--- config.mk ---
export PLATFORM = sky130hd
export DESIGN_NAME = infix_to_postfix_converter_top_flat
export DESIGN_NICKNAME = d
export VERILOG_FILES = /design/src/rtl/itp_pkg.sv /design/src/rtl/itp_req_if.sv /design/src/rtl/itp_rsp_if.sv /design/src/rtl/infix_to_postfix_converter_top.sv /design/src/rtl/itp_stack.sv /design/src/rtl/itp_ctrl.sv /design/src/flat_wrapper.sv
export SDC_FILE = /design/constraint.sdc
export NUM_CORES = 1
export LEC_CHECK = 0
export ABC_CLOCK_PERIOD_IN_PS = 6850
export BUFFER_PORTS_ARGS = -buffer_cell sky130_fd_sc_hd__buf_2
export CORE_MARGIN = 2
export CORE_UTILIZATION = 58
export CTS_CLUSTER_DIAMETER = 40
export DETAILED_ROUTE_END_ITERATION = 10
export PLACE_DENSITY = 0.78
export SLEW_MARGIN = 20
export SYNTH_ARGS = -nofsm -noshare
export SYNTH_HDL_FRONTEND = slang
export SYNTH_SLANG_ARGS = --single-unit
--- constraint.sdc ---
create_clock -name clock -period 6.85 [get_ports clock]
set_input_delay 1.0275 -clock clock [delete_from_list [all_inputs] [get_ports clock]]
set_output_delay 1.0275 -clock clock [all_outputs]
set_load 0.01 [all_outputs]
--- src/rtl/itp_pkg.sv ---
`timescale 1ns / 1ps
// ----------------------------------------------------------------------------
// itp_pkg
// Shared types, character codes and helpers for the infix to postfix converter.
// ----------------------------------------------------------------------------
package itp_pkg;

   localparam int DEFAULT_STACK_DEPTH = 16;

   localparam logic [7:0] CHAR_SPACE = 8'h20;
   localparam logic [7:0] CHAR_OPEN  = 8'h28;
   localparam logic [7:0] CHAR_CLOSE = 8'h29;
   localparam logic [7:0] CHAR_STAR  = 8'h2A;
   localparam logic [7:0] CHAR_PLUS  = 8'h2B;
   localparam logic [7:0] CHAR_MINUS = 8'h2D;
   localparam logic [7:0] CHAR_SLASH = 8'h2F;
   localparam logic [7:0] CHAR_ZERO  = 8'h30;
   localparam logic [7:0] CHAR_NINE  = 8'h39;

   localparam logic [1:0] RANK_LOW  = 2'd0;
   localparam logic [1:0] RANK_ADD  = 2'd1;
   localparam logic [1:0] RANK_MUL  = 2'd2;

   typedef enum logic [2:0] {
      K_SPACE,
      K_DIGIT,
      K_OPEN,
      K_CLOSE,
      K_OPER
   } sym_kind_type;

   typedef enum logic [1:0] {
      ST_IDLE,
      ST_PROC,
      ST_FLUSH
   } ctrl_state_type;

   typedef struct packed {
      logic       push;
      logic       pop;
      logic [7:0] data;
   } stack_op_type;

   typedef struct packed {
      logic empty;
      logic full;
      logic one;
      logic two;
   } stack_stat_type;

   function automatic logic [1:0] rank_of(input logic [7:0] c);
      logic [1:0] r;
      r = RANK_LOW;
      if (c inside {CHAR_PLUS, CHAR_MINUS}) begin
         r = RANK_ADD;
      end else if (c inside {CHAR_STAR, CHAR_SLASH}) begin
         r = RANK_MUL;
      end
      return r;
   endfunction

   function automatic sym_kind_type kind_of(input logic [7:0] c);
      sym_kind_type k;
      k = K_OPER;
      if (c == CHAR_SPACE) begin
         k = K_SPACE;
      end else if (c inside {[CHAR_ZERO:CHAR_NINE]}) begin
         k = K_DIGIT;
      end else if (c == CHAR_OPEN) begin
         k = K_OPEN;
      end else if (c == CHAR_CLOSE) begin
         k = K_CLOSE;
      end
      return k;
   endfunction

endpackage

--- src/rtl/itp_req_if.sv ---
`timescale 1ns / 1ps
// ----------------------------------------------------------------------------
// itp_req_if
// Input channel: one expression character and its end-of-expression mark.
// ----------------------------------------------------------------------------
interface itp_req_if;
   logic       valid;
   logic       ready;
   logic [7:0] symbol;
   logic       end_of_expression;

   modport source (output valid, output symbol, output end_of_expression, input ready);
   modport sink   (input valid, input symbol, input end_of_expression, output ready);
endinterface

--- src/rtl/itp_rsp_if.sv ---
`timescale 1ns / 1ps
// ----------------------------------------------------------------------------
// itp_rsp_if
// Result channel: one postfix character with end and overflow flags.
// ----------------------------------------------------------------------------
interface itp_rsp_if;
   logic       valid;
   logic       ready;
   logic [7:0] out_symbol;
   logic       symbol_valid;
   logic       last;
   logic       overflow;

   modport source (output valid, output out_symbol, output symbol_valid,
                   output last, output overflow, input ready);
   modport sink   (input valid, input out_symbol, input symbol_valid,
                   input last, input overflow, output ready);
endinterface

--- src/rtl/infix_to_postfix_converter_top.sv ---
`timescale 1ns / 1ps
// Timing: each accepted character is registered, then each result is registered in the output register.
// Throughput: a new character is taken only in the idle state, once the last one and its pops are done;
//   an end-of-expression character also waits until the stack is flushed or the bare end marker is sent.
// The single operator stack, one push or pop a cycle, sets the pace; a stalled result holds it.
// Reset: synchronous, active high; empties the stack and clears the overflow flag and output.
// ----------------------------------------------------------------------------
// infix_to_postfix_converter_top
// Shunting-yard infix to postfix converter, one character per transaction.
// ----------------------------------------------------------------------------
module infix_to_postfix_converter_top
   import itp_pkg::*;
#(
   parameter int STACK_DEPTH = DEFAULT_STACK_DEPTH
) (
   input  logic      clock,
   input  logic      reset,
   itp_req_if.sink   req,
   itp_rsp_if.source rsp
);

   stack_op_type   stack_op;
   stack_stat_type stack_stat;
   logic [7:0]     stack_top;
   logic [7:0]     stack_below;

   itp_ctrl u_ctrl (
      .clock (clock),
      .reset (reset),
      .req   (req),
      .rsp   (rsp),
      .op    (stack_op),
      .stat  (stack_stat),
      .top   (stack_top),
      .below (stack_below)
   );

   itp_stack #(
      .STACK_DEPTH (STACK_DEPTH)
   ) u_stack (
      .clock (clock),
      .reset (reset),
      .op    (stack_op),
      .stat  (stack_stat),
      .top   (stack_top),
      .below (stack_below)
   );

endmodule

--- src/rtl/itp_stack.sv ---
`timescale 1ns / 1ps
// ----------------------------------------------------------------------------
// itp_stack
// Operator stack in a memory with registered reads of the top two entries.
// ----------------------------------------------------------------------------
module itp_stack
   import itp_pkg::*;
#(
   parameter int STACK_DEPTH = DEFAULT_STACK_DEPTH
) (
   input  logic           clock,
   input  logic           reset,
   input  stack_op_type   op,
   output stack_stat_type stat,
   output logic [7:0]     top,
   output logic [7:0]     below
);

   localparam int CW = $clog2(STACK_DEPTH + 1);
   localparam int AW = $clog2(STACK_DEPTH);

   logic [7:0]    mem [STACK_DEPTH];
   logic [CW-1:0] count_ff;
   logic [CW-1:0] count_in;
   logic [CW-1:0] rd_idx;
   logic [CW-1:0] rd2_idx;
   logic [7:0]    top_ff;
   logic [7:0]    below_ff;
   logic          do_push;
   logic          do_pop;

   assign stat.empty = (count_ff == '0);
   assign stat.full  = (count_ff == CW'(STACK_DEPTH));
   assign stat.one   = (count_ff == CW'(1));
   assign stat.two   = (count_ff == CW'(2));
   assign top        = top_ff;
   assign below      = below_ff;

   assign do_push = op.push && !stat.full;
   assign do_pop  = op.pop && !stat.empty;

   always_comb begin
      count_in = count_ff;
      if (do_push) begin
         count_in = count_ff + CW'(1);
      end else if (do_pop) begin
         count_in = count_ff - CW'(1);
      end
      rd_idx  = count_in - CW'(1);
      rd2_idx = count_in - CW'(2);
   end

   always_ff @(posedge clock) begin
      if (reset) begin
         count_ff <= '0;
      end else begin
         count_ff <= count_in;
      end
   end

   // top_ff and below_ff hold the two entries at the next count; a push forwards its data
   always_ff @(posedge clock) begin
      if (do_push) begin
         mem[count_ff[AW-1:0]] <= op.data;
         top_ff                <= op.data;
         below_ff              <= top_ff;
      end else begin
         if (count_in != '0) begin
            top_ff <= mem[rd_idx[AW-1:0]];
         end
         if (count_in > CW'(1)) begin
            below_ff <= mem[rd2_idx[AW-1:0]];
         end
      end
   end

endmodule

--- src/rtl/itp_ctrl.sv ---
`timescale 1ns / 1ps
// ----------------------------------------------------------------------------
// itp_ctrl
// Sequencer for the shunting-yard steps and the result output register.
// ----------------------------------------------------------------------------
module itp_ctrl
   import itp_pkg::*;
(
   input  logic           clock,
   input  logic           reset,
   itp_req_if.sink        req,
   itp_rsp_if.source      rsp,
   output stack_op_type   op,
   input  stack_stat_type stat,
   input  logic [7:0]     top,
   input  logic [7:0]     below
);

   ctrl_state_type state_ff, state_in;
   logic [7:0]     sym_ff, sym_in;
   logic           eoe_ff, eoe_in;
   logic           ovf_ff, ovf_in;
   logic           emitted_ff, emitted_in;

   logic           rsp_valid_ff, rsp_valid_in;
   logic [7:0]     rsp_sym_ff, rsp_sym_in;
   logic           rsp_sv_ff, rsp_sv_in;
   logic           rsp_last_ff, rsp_last_in;
   logic           rsp_ovf_ff, rsp_ovf_in;

   logic           out_free;
   logic           emit;
   logic [7:0]     e_sym;
   logic           e_sv;
   logic           e_last;
   sym_kind_type   kind;
   ctrl_state_type after_state;

   assign req.ready        = (state_ff == ST_IDLE);
   assign rsp.valid        = rsp_valid_ff;
   assign rsp.out_symbol   = rsp_sym_ff;
   assign rsp.symbol_valid = rsp_sv_ff;
   assign rsp.last         = rsp_last_ff;
   assign rsp.overflow     = rsp_ovf_ff;

   assign out_free    = !rsp_valid_ff || rsp.ready;
   assign kind        = kind_of(sym_ff);
   assign after_state = eoe_ff ? ST_FLUSH : ST_IDLE;

   always_comb begin
      state_in   = state_ff;
      sym_in     = sym_ff;
      eoe_in     = eoe_ff;
      ovf_in     = ovf_ff;
      emitted_in = emitted_ff;
      emit       = 1'b0;
      e_sym      = top;
      e_sv       = 1'b1;
      e_last     = 1'b0;
      op.push    = 1'b0;
      op.pop     = 1'b0;
      op.data    = sym_ff;

      case (state_ff)
         ST_IDLE: begin
            if (req.valid) begin
               sym_in     = req.symbol;
               eoe_in     = req.end_of_expression;
               emitted_in = 1'b0;
               state_in   = ST_PROC;
            end
         end
         ST_PROC: begin
            case (kind)
               K_SPACE: begin
                  state_in = after_state;
               end
               K_DIGIT: begin
                  if (out_free) begin
                     emit       = 1'b1;
                     e_sym      = sym_ff;
                     e_last     = eoe_ff && stat.empty;
                     emitted_in = 1'b1;
                     state_in   = after_state;
                  end
               end
               K_OPEN: begin
                  op.push = 1'b1;
                  if (stat.full) begin
                     ovf_in = 1'b1;
                  end
                  state_in = after_state;
               end
               K_CLOSE: begin
                  if (!stat.empty && top != CHAR_OPEN) begin
                     if (out_free) begin
                        emit       = 1'b1;
                        // also last when only an open paren remains to be dropped
                        e_last     = eoe_ff && (stat.one || (stat.two && below == CHAR_OPEN));
                        emitted_in = 1'b1;
                        op.pop     = 1'b1;
                     end
                  end else begin
                     // matching open paren is dropped
                     op.pop   = !stat.empty;
                     state_in = after_state;
                  end
               end
               K_OPER: begin
                  if (!stat.empty && rank_of(top) >= rank_of(sym_ff)) begin
                     if (out_free) begin
                        emit       = 1'b1;
                        emitted_in = 1'b1;
                        op.pop     = 1'b1;
                     end
                  end else begin
                     op.push = 1'b1;
                     if (stat.full) begin
                        ovf_in = 1'b1;
                     end
                     state_in = after_state;
                  end
               end
               default: begin
                  state_in = after_state;
               end
            endcase
         end
         ST_FLUSH: begin
            if (!stat.empty) begin
               if (out_free) begin
                  emit       = 1'b1;
                  e_last     = stat.one;
                  emitted_in = 1'b1;
                  op.pop     = 1'b1;
                  if (stat.one) begin
                     ovf_in   = 1'b0;
                     state_in = ST_IDLE;
                  end
               end
            end else if (!emitted_ff) begin
               // bare end marker when the end-of-expression character produced nothing
               if (out_free) begin
                  emit     = 1'b1;
                  e_sym    = '0;
                  e_sv     = 1'b0;
                  e_last   = 1'b1;
                  ovf_in   = 1'b0;
                  state_in = ST_IDLE;
               end
            end else begin
               ovf_in   = 1'b0;
               state_in = ST_IDLE;
            end
         end
         default: begin
            state_in = ST_IDLE;
         end
      endcase
   end

   always_comb begin
      rsp_valid_in = rsp_valid_ff;
      rsp_sym_in   = rsp_sym_ff;
      rsp_sv_in    = rsp_sv_ff;
      rsp_last_in  = rsp_last_ff;
      rsp_ovf_in   = rsp_ovf_ff;
      if (emit) begin
         rsp_valid_in = 1'b1;
         rsp_sym_in   = e_sym;
         rsp_sv_in    = e_sv;
         rsp_last_in  = e_last;
         rsp_ovf_in   = ovf_ff;
      end else if (rsp.ready) begin
         rsp_valid_in = 1'b0;
      end
   end

   always_ff @(posedge clock) begin
      if (reset) begin
         state_ff     <= ST_IDLE;
         ovf_ff       <= 1'b0;
         emitted_ff   <= 1'b0;
         rsp_valid_ff <= 1'b0;
      end else begin
         state_ff     <= state_in;
         ovf_ff       <= ovf_in;
         emitted_ff   <= emitted_in;
         rsp_valid_ff <= rsp_valid_in;
      end
   end

   always_ff @(posedge clock) begin
      sym_ff      <= sym_in;
      eoe_ff      <= eoe_in;
      rsp_sym_ff  <= rsp_sym_in;
      rsp_sv_ff   <= rsp_sv_in;
      rsp_last_ff <= rsp_last_in;
      rsp_ovf_ff  <= rsp_ovf_in;
   end

endmodule

--- src/flat_wrapper.sv ---
// flat-port wrapper written by rule: the top's interface ports become plain ports
module infix_to_postfix_converter_top_flat import itp_pkg::*;
#(
   parameter int STACK_DEPTH = DEFAULT_STACK_DEPTH
)
  (clock, reset, req_valid, req_symbol, req_end_of_expression, req_ready, rsp_valid, rsp_out_symbol, rsp_symbol_valid, rsp_last, rsp_overflow, rsp_ready);
  itp_req_if req_i ();
  itp_rsp_if rsp_i ();
  input  logic clock;
  input  logic reset;
  input wire logic [$bits(req_i.valid)-1:0] req_valid;
  input wire logic [$bits(req_i.symbol)-1:0] req_symbol;
  input wire logic [$bits(req_i.end_of_expression)-1:0] req_end_of_expression;
  output wire logic [$bits(req_i.ready)-1:0] req_ready;
  output wire logic [$bits(rsp_i.valid)-1:0] rsp_valid;
  output wire logic [$bits(rsp_i.out_symbol)-1:0] rsp_out_symbol;
  output wire logic [$bits(rsp_i.symbol_valid)-1:0] rsp_symbol_valid;
  output wire logic [$bits(rsp_i.last)-1:0] rsp_last;
  output wire logic [$bits(rsp_i.overflow)-1:0] rsp_overflow;
  input wire logic [$bits(rsp_i.ready)-1:0] rsp_ready;
  assign req_i.valid = req_valid;
  assign req_i.symbol = req_symbol;
  assign req_i.end_of_expression = req_end_of_expression;
  assign req_ready = req_i.ready;
  assign rsp_valid = rsp_i.valid;
  assign rsp_out_symbol = rsp_i.out_symbol;
  assign rsp_symbol_valid = rsp_i.symbol_valid;
  assign rsp_last = rsp_i.last;
  assign rsp_overflow = rsp_i.overflow;
  assign rsp_i.ready = rsp_ready;
  infix_to_postfix_converter_top #(.STACK_DEPTH(STACK_DEPTH)) u_core (.clock(clock), .reset(reset), .req(req_i), .rsp(rsp_i));
endmodule
; ---- Word-level counts from Yosys, hierarchy flattened
; Memory sizes are Yosys's and may differ from the RTL's. A register that Yosys moved wholly into a read port is not among the register bits.
; Index checks and enable logic that the tools add are counted.
[totals]
mem_count = 1
out_inout_bits = 13
in_bits = 13
ram_bits = 128
register_bits = 38
wordCells = 163
[classes]
n_reduce_logical = 30
n_addsub = 4
eq_ne = 34
bitwise = 2
magnitude_cmp = 4
n_mux = 76
[mem_list]
columns = name, words, word_bits, rd, rd_clocked_by_memory_dff, wr, line
row1 = u_core.u_stack.mem, 16, 8, 2, 1, 1, itp_stack.sv:22  ; logic [7:0] mem [STACK_DEPTH];
[ops]
columns = cell, n
row1 = "equality test 8 x 6 -> 1 bit, second input constant", 12
row2 = two-way mux 8 bit, 7
row3 = two-way mux 2 bit, 18
row4 = two-way mux 1 bit, 31
row5 = "!= test 3 bit, second input constant", 8
row6 = one-hot mux 1 bit (2 select lines), 8
row7 = one-hot mux 8 bit (2 select lines), 1
row8 = nonzero test 2 bit, 8
row9 = two-way mux 3 bit, 4
row10 = one-hot mux 2 bit (3 select lines), 2
row11 = AND reduction 6 bit, 2
row12 = two-way mux 5 bit, 2
row13 = one-hot mux 1 bit (3 select lines), 3
row14 = ">= comparator 8 x 6 -> 1 bit, second input constant", 1
row15 = "less-or-equal comparator 8 x 6 -> 1 bit, second input constant", 1
row16 = logical AND 1 bit, 8
row17 = "!= test 8 x 6 -> 1 bit, second input constant", 1
row18 = AND reduction 7 bit, 1
row19 = "equality test 3 x 2 -> 1 bit, second input constant", 2
row20 = "adder 5 x 1 -> 5 bit, second input constant", 1
row21 = "equality test 5 x 1 -> 1 bit, second input constant", 1
row22 = "equality test 5 x 2 -> 1 bit, second input constant", 1
row23 = "equality test 5 bit, second input constant", 1
row24 = "> comparator 5 x 1 -> 1 bit, second input constant", 1
row25 = 20 further kinds, 25

; ---- Depth between registers and ports, before layout
; Gate-level depths: netlist (run 1).
; An unclocked memory read counts as a cell.
[logic_depth]
ltp_word = 20
depth_mapped = 22
ltp_nobuf = 19

; ---- Hierarchy
; From an unflattened synthesis (run 1), not the netlist that was laid out.
[unflattened]
cells_unflattened = 599
area_unflattened_um2 = 8962.3
[modules_own_cells]
columns = module, instances, cells_each, seq_area_each_um2, area_per_inst_um2
row1 = itp_stack, 1, 442, 4424.2, 7395.8
row2 = itp_ctrl, 1, 157, 700.7, 1566.5

; ---- Least setup slack after synthesis (run 1)
; No wires, ideal clock.
[synth_path]
kind = register to register
startpoint = register u_core.u_ctrl.sym_ff[7]
endpoint = register u_core.u_stack.top_ff[5] (netlist: u_core.u_stack.top[5]), read port of u_core.u_stack.mem (data pin)
path_stages_with_launch = 20
synth_period_minus_slack_ns = 5.109
setup_slack_ns = 1.741
t_arrival_ns = 4.833
path_buffers = 4
setup_time_ns = 0.277
t_required_ns = 6.573
cell_sequence = edfxtp_1 > or3b_4 > nor3_2 > and3_1 > ha_1 > nand2b_1 > a21o_1 > o2bb2ai_2 > a21oi_4 > and2_1 > a211o_1 > buf_1 > inv_1 > ha_1 > clkbuf_1 > clkbuf_1 > clkbuf_1 > mux4_2 > mux2i_1 > a221oi_1
[synth_via]
elab_chain_cells = 16
word_cells_on_any_way = 38
classes_between = add/sub: 1 / order compare: 3 / eq/ne: 10 / mux: 16 / reduce/logical: 8
[synth_rtl]
columns = item, line
row1 = from (decl), itp_ctrl.sv:20  ; logic [7:0] sym_ff, sym_in;
row2 = from (signal assigned), itp_ctrl.sv:194  ; sym_ff <= sym_in;
row3 = "parallel branches: the longest is 16 deep, another holds >= comparator 2 bit", -
row4 = to (decl), itp_stack.sv:27  ; logic [7:0] top_ff;
; Several ways; the timed one is not identified. The select of a mux whose other input is x is not followed.
; A chain may end at the register's enable or synchronous reset.

; ---- Worst setup path in the final report (run 1)
[layout_path]
startpoint = register u_core.u_ctrl.sym_ff[6]
endpoint = register u_core.u_stack.top_ff[3] (netlist: u_core.u_stack.top[3]), read port of u_core.u_stack.mem (data pin)
; Same word-level chain as after synthesis.

==> flow_summary.toml, run 1 <==
[timing]
setup-violations-final = 0
finalClockSkew_ps = 8.18
timing.final.hold_violations = 0
fmax_ghz = 0.165
fin_crit_sh = 0.887
drv_slew = 0
relSlewSlack = 0.352
rsz0062_at_grt = "no"
setup_tns_ps = 0
max_slew.worst_pin.slew_ps = 966
fin_crit_ps = 6070

[clocking]
postCtsHoldBufs = 0
cts_resized = 0
h-tree-depth = 4
clk_latency_ps = 440
cts_tree = "yes"
cts_setup_buffers = 0
cts-root-buf = "clkbuf_16"
clk_path_buf_depth = 2
clkTransAtPathRegs_ps = 70
numCtsBuffers = 17
clock-sinks = 174

[synth]
synthFlopType = "edfxtp_1"
synth_largest_area_cell = "edfxtp_1"
synth-seq-cells = 174
synth_fp_nets = 568
yosys-top-cells-area = "edfxtp_1, mux4_2, dfxtp_1"
yosysUniqueCellTypes = 68
synthArstFlopShare = 0
syn_area_per_cell_sq_um = 16.2
synth_top_area_frac = 0.564
synth-edff-count = 164
netlist_instances = 540
syn_area_sq_mm = 0.00874
yosysWarningCount = 0
seq_area_frac_synth = 0.587

[global_route]
grt-ovfl-total = 0
grt_pass1_wl_um = 32300
antenna_found_initial = 0
grt_pass1_vias = 5400
grt_max_degree = 35
grt_use_total = 0.276

[placed_design]
port_buffers = 25
gp_congestion = 0.949
hpwl_um = 13700

[worst_setup_path]
worstPathArrival_ps = 6200
crit_required_ps = 6980
cp-end-kind = "flip-flop"
crit_fanout = 34
cp-start-kind = "flip-flop"
critPathKind = "reg -> reg"

[detailed_routing]
via_per_inst = 7.08
drt-total-wl_um = 20800
drt-initial-drc-count = 594
antenna_left = 0
dr.pass1.iters = 9
num_vias = 5450
route.detailed.drc = 2
wl_per_cell_um = 27.1

[layout]
insertedDiodeCount = 0
final_layout_size_suffix_gt1_frac = 0.271
layout_common_cells = "edfxtp_1, mux4_2, buf_2"
syn2layout_area_growth_pct = 10.6
nNetsFinal = 601
nFillCells = 1009
multi_input_area_sq_mm = 0.00338
regArea_sq_mm = 0.00512
final_common_cell = "edfxtp_1"

[status]
violations = "DRC"
status = "complete, but fails checks"

[die]
die_h_um = 127
die_w_um = 127
core_sq_mm = 0.0146
io_pins = 26
rows = 44
start_util = 0.597
die_area_sq_mm = 0.0161

[min_path]
hold_class = "reg -> reg"

[pwr]
finalPower_w = 0.00330
power_per_cell_area_mw_per_mm2 = 342
power_leakage_nw = 3.29
vdd_ir_drop_max_uv = 268

[flow_run]
maxCapViolCount = 0
-- layout make-up --
cell class | instances | area share
Clock buffer | 17 | 0.0440
Multi-Input combinational cell | 314 | 0.350
Sequential cell | 174 | 0.530
Clock inverter | 15 | 0.0155
Inverter | 22 | 0.00880
Tap cell | 184 | 0.0238
Timing Repair Buffer | 44 | 0.0277
-- per-layer routing --
layer,share of wire,track usage,up-vias
met5,0,0,-
met4,0.038,0.124,0
met3,0.091,0.0565,65
met2,0.49,0.432,349
met1,0.38,0.381,2768
li1,-,-,2268
-- critical path, cell delays in order (launching register included) --
cell	delay, ps
edfxtp_1	670
or3b_4	560
nor3_2	190
and3_1	200
ha_1	220
nand2b_1	140
a21o_1	210
o2bb2ai_2	170
a21oi_4	560
a21o_4	190
xnor2_4	250
inv_4	400
a21boi_2	350
xor2_1	720
nor2b_1	690
a221oi_1	230
-- cells by family after synthesis --
group,count (synthesis),share of synthesized area
AOI/OAI and AO/OA,77,0.0751
xor gates and xnor gates,13,0.0176
adders and majority gates,15,0.0215
buffers and inverters,52,0.0302
DFF,174,0.587
muxes,81,0.187
and+or+nand+nor,128,0.0818
-- where the power goes --
group          total, W  switching (W)  internal, W
Sequential      0.00136      0.0000703      0.00129
Clock          0.000932       0.000448     0.000484
Combinational   0.00101       0.000552     0.000460
-- registers in the layout (all words and copies together), names as in the netlist, 2 cells and up --
name	count
u_core.u_ctrl.rsp.out_symbol	8
u_core.u_ctrl.state_ff	2
u_core.u_ctrl.sym_ff	8
u_core.u_stack.below	8
u_core.u_stack.count_ff	5
u_core.u_stack.mem	128
u_core.u_stack.top	8
-- cells in the mapped netlist (all sizes together) (9+ instances only) --
cell type / n
a2111oi: 9
a211oi: 11
a221oi: 9
and2: 12
buf: 21
clkbuf: 9
dfxtp: 10
edfxtp: 164
ha: 15
inv: 22
mux2i: 16
mux4: 64
nand2: 23
nor2: 21
nor2b: 16
nor3: 16
-- final timing paths --
check | slack [ps] | end | startpoint | cells past startpoint
worst min-delay path | 480 | u_core.u_ctrl.rsp.overflow | u_core.u_ctrl.ovf_ff | 0
worst max-delay path | 780 | u_core.u_stack.top[3] | u_core.u_ctrl.sym_ff[6] | 15
worst min register to register | 480 | u_core.u_ctrl.rsp.overflow | u_core.u_ctrl.ovf_ff | 0
worst max register to register | 780 | u_core.u_stack.top[3] | u_core.u_ctrl.sym_ff[6] | 15
-- per-stage QoR --
step / instance area, sq um / utilization / setup WS (ps) / std cells / hold slack, ps
final: 9660 / 0.660 / 776 / 770 / 478
after global routing: 9660 / 0.660 / 452 / 770 / 479
after CTS: 9660 / 0.660 / 920 / 770 / 467
after detailed placement: 9080 / 0.620 / 935 / 738 / 446
after global placement: 9080 / 0.620 / 1050 / 738 / 432
after floorplan: 8740 / - / 1740 / 540 / 409
Power figures use the tool's default switching activity.
==> inputs of run 2 (changes only) <==
--- a/config.mk
+++ b/config.mk
@@ -8,10 +8,10 @@
 export ABC_CLOCK_PERIOD_IN_PS = 6850
 export BUFFER_PORTS_ARGS = -buffer_cell sky130_fd_sc_hd__buf_2
 export CORE_MARGIN = 2
-export CORE_UTILIZATION = 58
+export CORE_UTILIZATION = 40
 export CTS_CLUSTER_DIAMETER = 40
 export DETAILED_ROUTE_END_ITERATION = 10
-export PLACE_DENSITY = 0.78
+export PLACE_DENSITY = 0.58
 export SLEW_MARGIN = 20
 export SYNTH_ARGS = -nofsm -noshare
 export SYNTH_HDL_FRONTEND = slang
==> run 2 against run 1 <==
- the run now ends clean
- combinational power hardly changed
- via count is 4.6% lower
- die area is 43% higher
- worst setup slack better by 200 ps
- power is 0.54% higher
- sequential share of layout area is 0.86 points lower
- first-iteration DRC count is 15% lower
- largest cell class unchanged
==> flow_summary.toml, run 2 (synthesis gave the netlist of run 1 again) <==
[pwr]
pwr-share-clk = 0.283
p_sw_frac = 0.325
intPower_w = 0.00224
seqPwrFrac = 0.411
vdd_ir_drop_max_uv = 197
power_per_cell_area_mw_per_mm2 = 338
switchingPower_w = 0.00108
p_comb_frac = 0.306
power_leakage_nw = 3.26

[layout]
largest_register_ffs = 128
layout_common_cells = "edfxtp_1, mux4_2, buf_2"
final_layout_size_suffix_gt1_frac = 0.274
final_common_cell = "edfxtp_1"
layout.cells.non_filler = 861
syn2layout_area_growth_pct = 12.4
nNetsFinal = 596
insertedDiodeCount = 0

[worst_setup_path]
path_delay_family = "compound AO/OA/AOI/OAI gates"
crit_required_ps = 7010
crit_fanout = 24
cp-end-kind = "flip-flop"
crit_chain = "or3b_4 -> nor3_2 -> and3_1 -> ha_1 -> nand2b_1 -> a21o_1 -> o2bb2ai_2 -> a21oi_4 -> a21o_4 -> xnor2_4 -> inv_4 -> buf_4 -> mux4_2 -> nor2b_1 -> a2111oi_0 -> nor3_1"
crit_buf_inv = 2
critPathKind = "reg -> reg"
cp-start-kind = "flip-flop"
cp_slowest_cell = "edfxtp_1"
worstPathArrival_ps = 6030
slowest_delay_ps = 660

[timing]
fin_crit_sh = 0.857
max_slew.worst_pin.slew_ps = 1160
finalClockSkew_ps = 10.9
whs_ps = 473
setup_ws_ps = 980
fin_crit_ps = 5870
drv_slew = 0
rsz0062_at_grt = "no"
timing.final.hold_violations = 0
fmax_ghz = 0.170
setup_tns_ps = 0
setup-violations-final = 0
relSlewSlack = 0.220

[clocking]
numCtsBuffers = 17
postCtsHoldBufs = 0
clkTransAtPathRegs_ps = 80
cts_tree = "yes"
cts_setup_buffers = 0
cts_resized = 0
clk_latency_ps = 440
cts-root-buf = "clkbuf_16"
h-tree-depth = 4
clk_path_buf_depth = 2
clock-sinks = 174

[die]
start_util = 0.404
io_pins = 26
die_area_sq_mm = 0.0230
core_sq_mm = 0.0216
rows = 54
die_h_um = 152
die_w_um = 152

[global_route]
antenna_found_initial = 0
grt-ovfl-total = 0
grt_pass1_wl_um = 33700
grt_pass1_vias = 5444
grt_max_degree = 33
grt_use_total = 0.206

[placed_design]
place_ws_ps = 1020
hpwl_um = 14600
placed_cells = 829
gp_congestion = 0.891
port_buffers = 25

[status]
status = "finished clean"

[flow_run]
maxCapViolCount = 0

[detailed_routing]
via_per_inst = 6.04
drt-initial-drc-count = 505
wl_per_cell_um = 25.6
dr.pass1.iters = 5
route.detailed.drc = 0
antenna_left = 0
drt-total-wl_um = 22000
num_vias = 5197

[min_path]
hold_class = "reg -> reg"
## run 2: power by group through the flow
stage | registers (W) | logic [W] | clock network, W
floorplan | 0.00136 | 0.000788 | 0
global placement | 0.00138 | 0.00101 | 0
detailed placement | 0.00138 | 0.00102 | 0
CTS | 0.00136 | 0.00102 | 0.000952
global route | 0.00137 | 0.00110 | 0.000991
finish | 0.00136 | 0.00102 | 0.000939
## run 2: layout make-up
class	count	area [sq um]
fill	1875	11800
sequential	174	5120
multi-input combinational	314	3460
clock buffer	17	425
tap	280	350
timing repair buffer	39	230
clock inverter	15	150
inverter	22	85.1
## run 2: final timing paths
kind	slack, ps	endpoint	startpoint	cells after the start
min	470	u_core.u_ctrl.rsp.overflow	u_core.u_ctrl.ovf_ff	0
max reg2reg	980	u_core.u_stack.below[2]	u_core.u_ctrl.sym_ff[6]	16
max	980	u_core.u_stack.below[2]	u_core.u_ctrl.sym_ff[6]	16
min reg2reg	470	u_core.u_ctrl.rsp.overflow	u_core.u_ctrl.ovf_ff	0
## run 2: through the flow
step           utilization  power, W  area, sq um
2_1_floorplan            -   0.00214         8740
3_3_place_gp         0.427   0.00239         9240
3_5_place_dp         0.427   0.00241         9240
4_1_cts              0.454   0.00334         9820
5_1_grt              0.454   0.00346         9820
6_report             0.454   0.00332         9820
## run 2: metal layers
metal	up-vias	track usage	wire [um]
met2	166	0.342	10900
met5	-	0	0
met4	0	0.0639	453
met3	27	0.0488	1160
li1	2261	-	-
met1	2743	0.269	9480
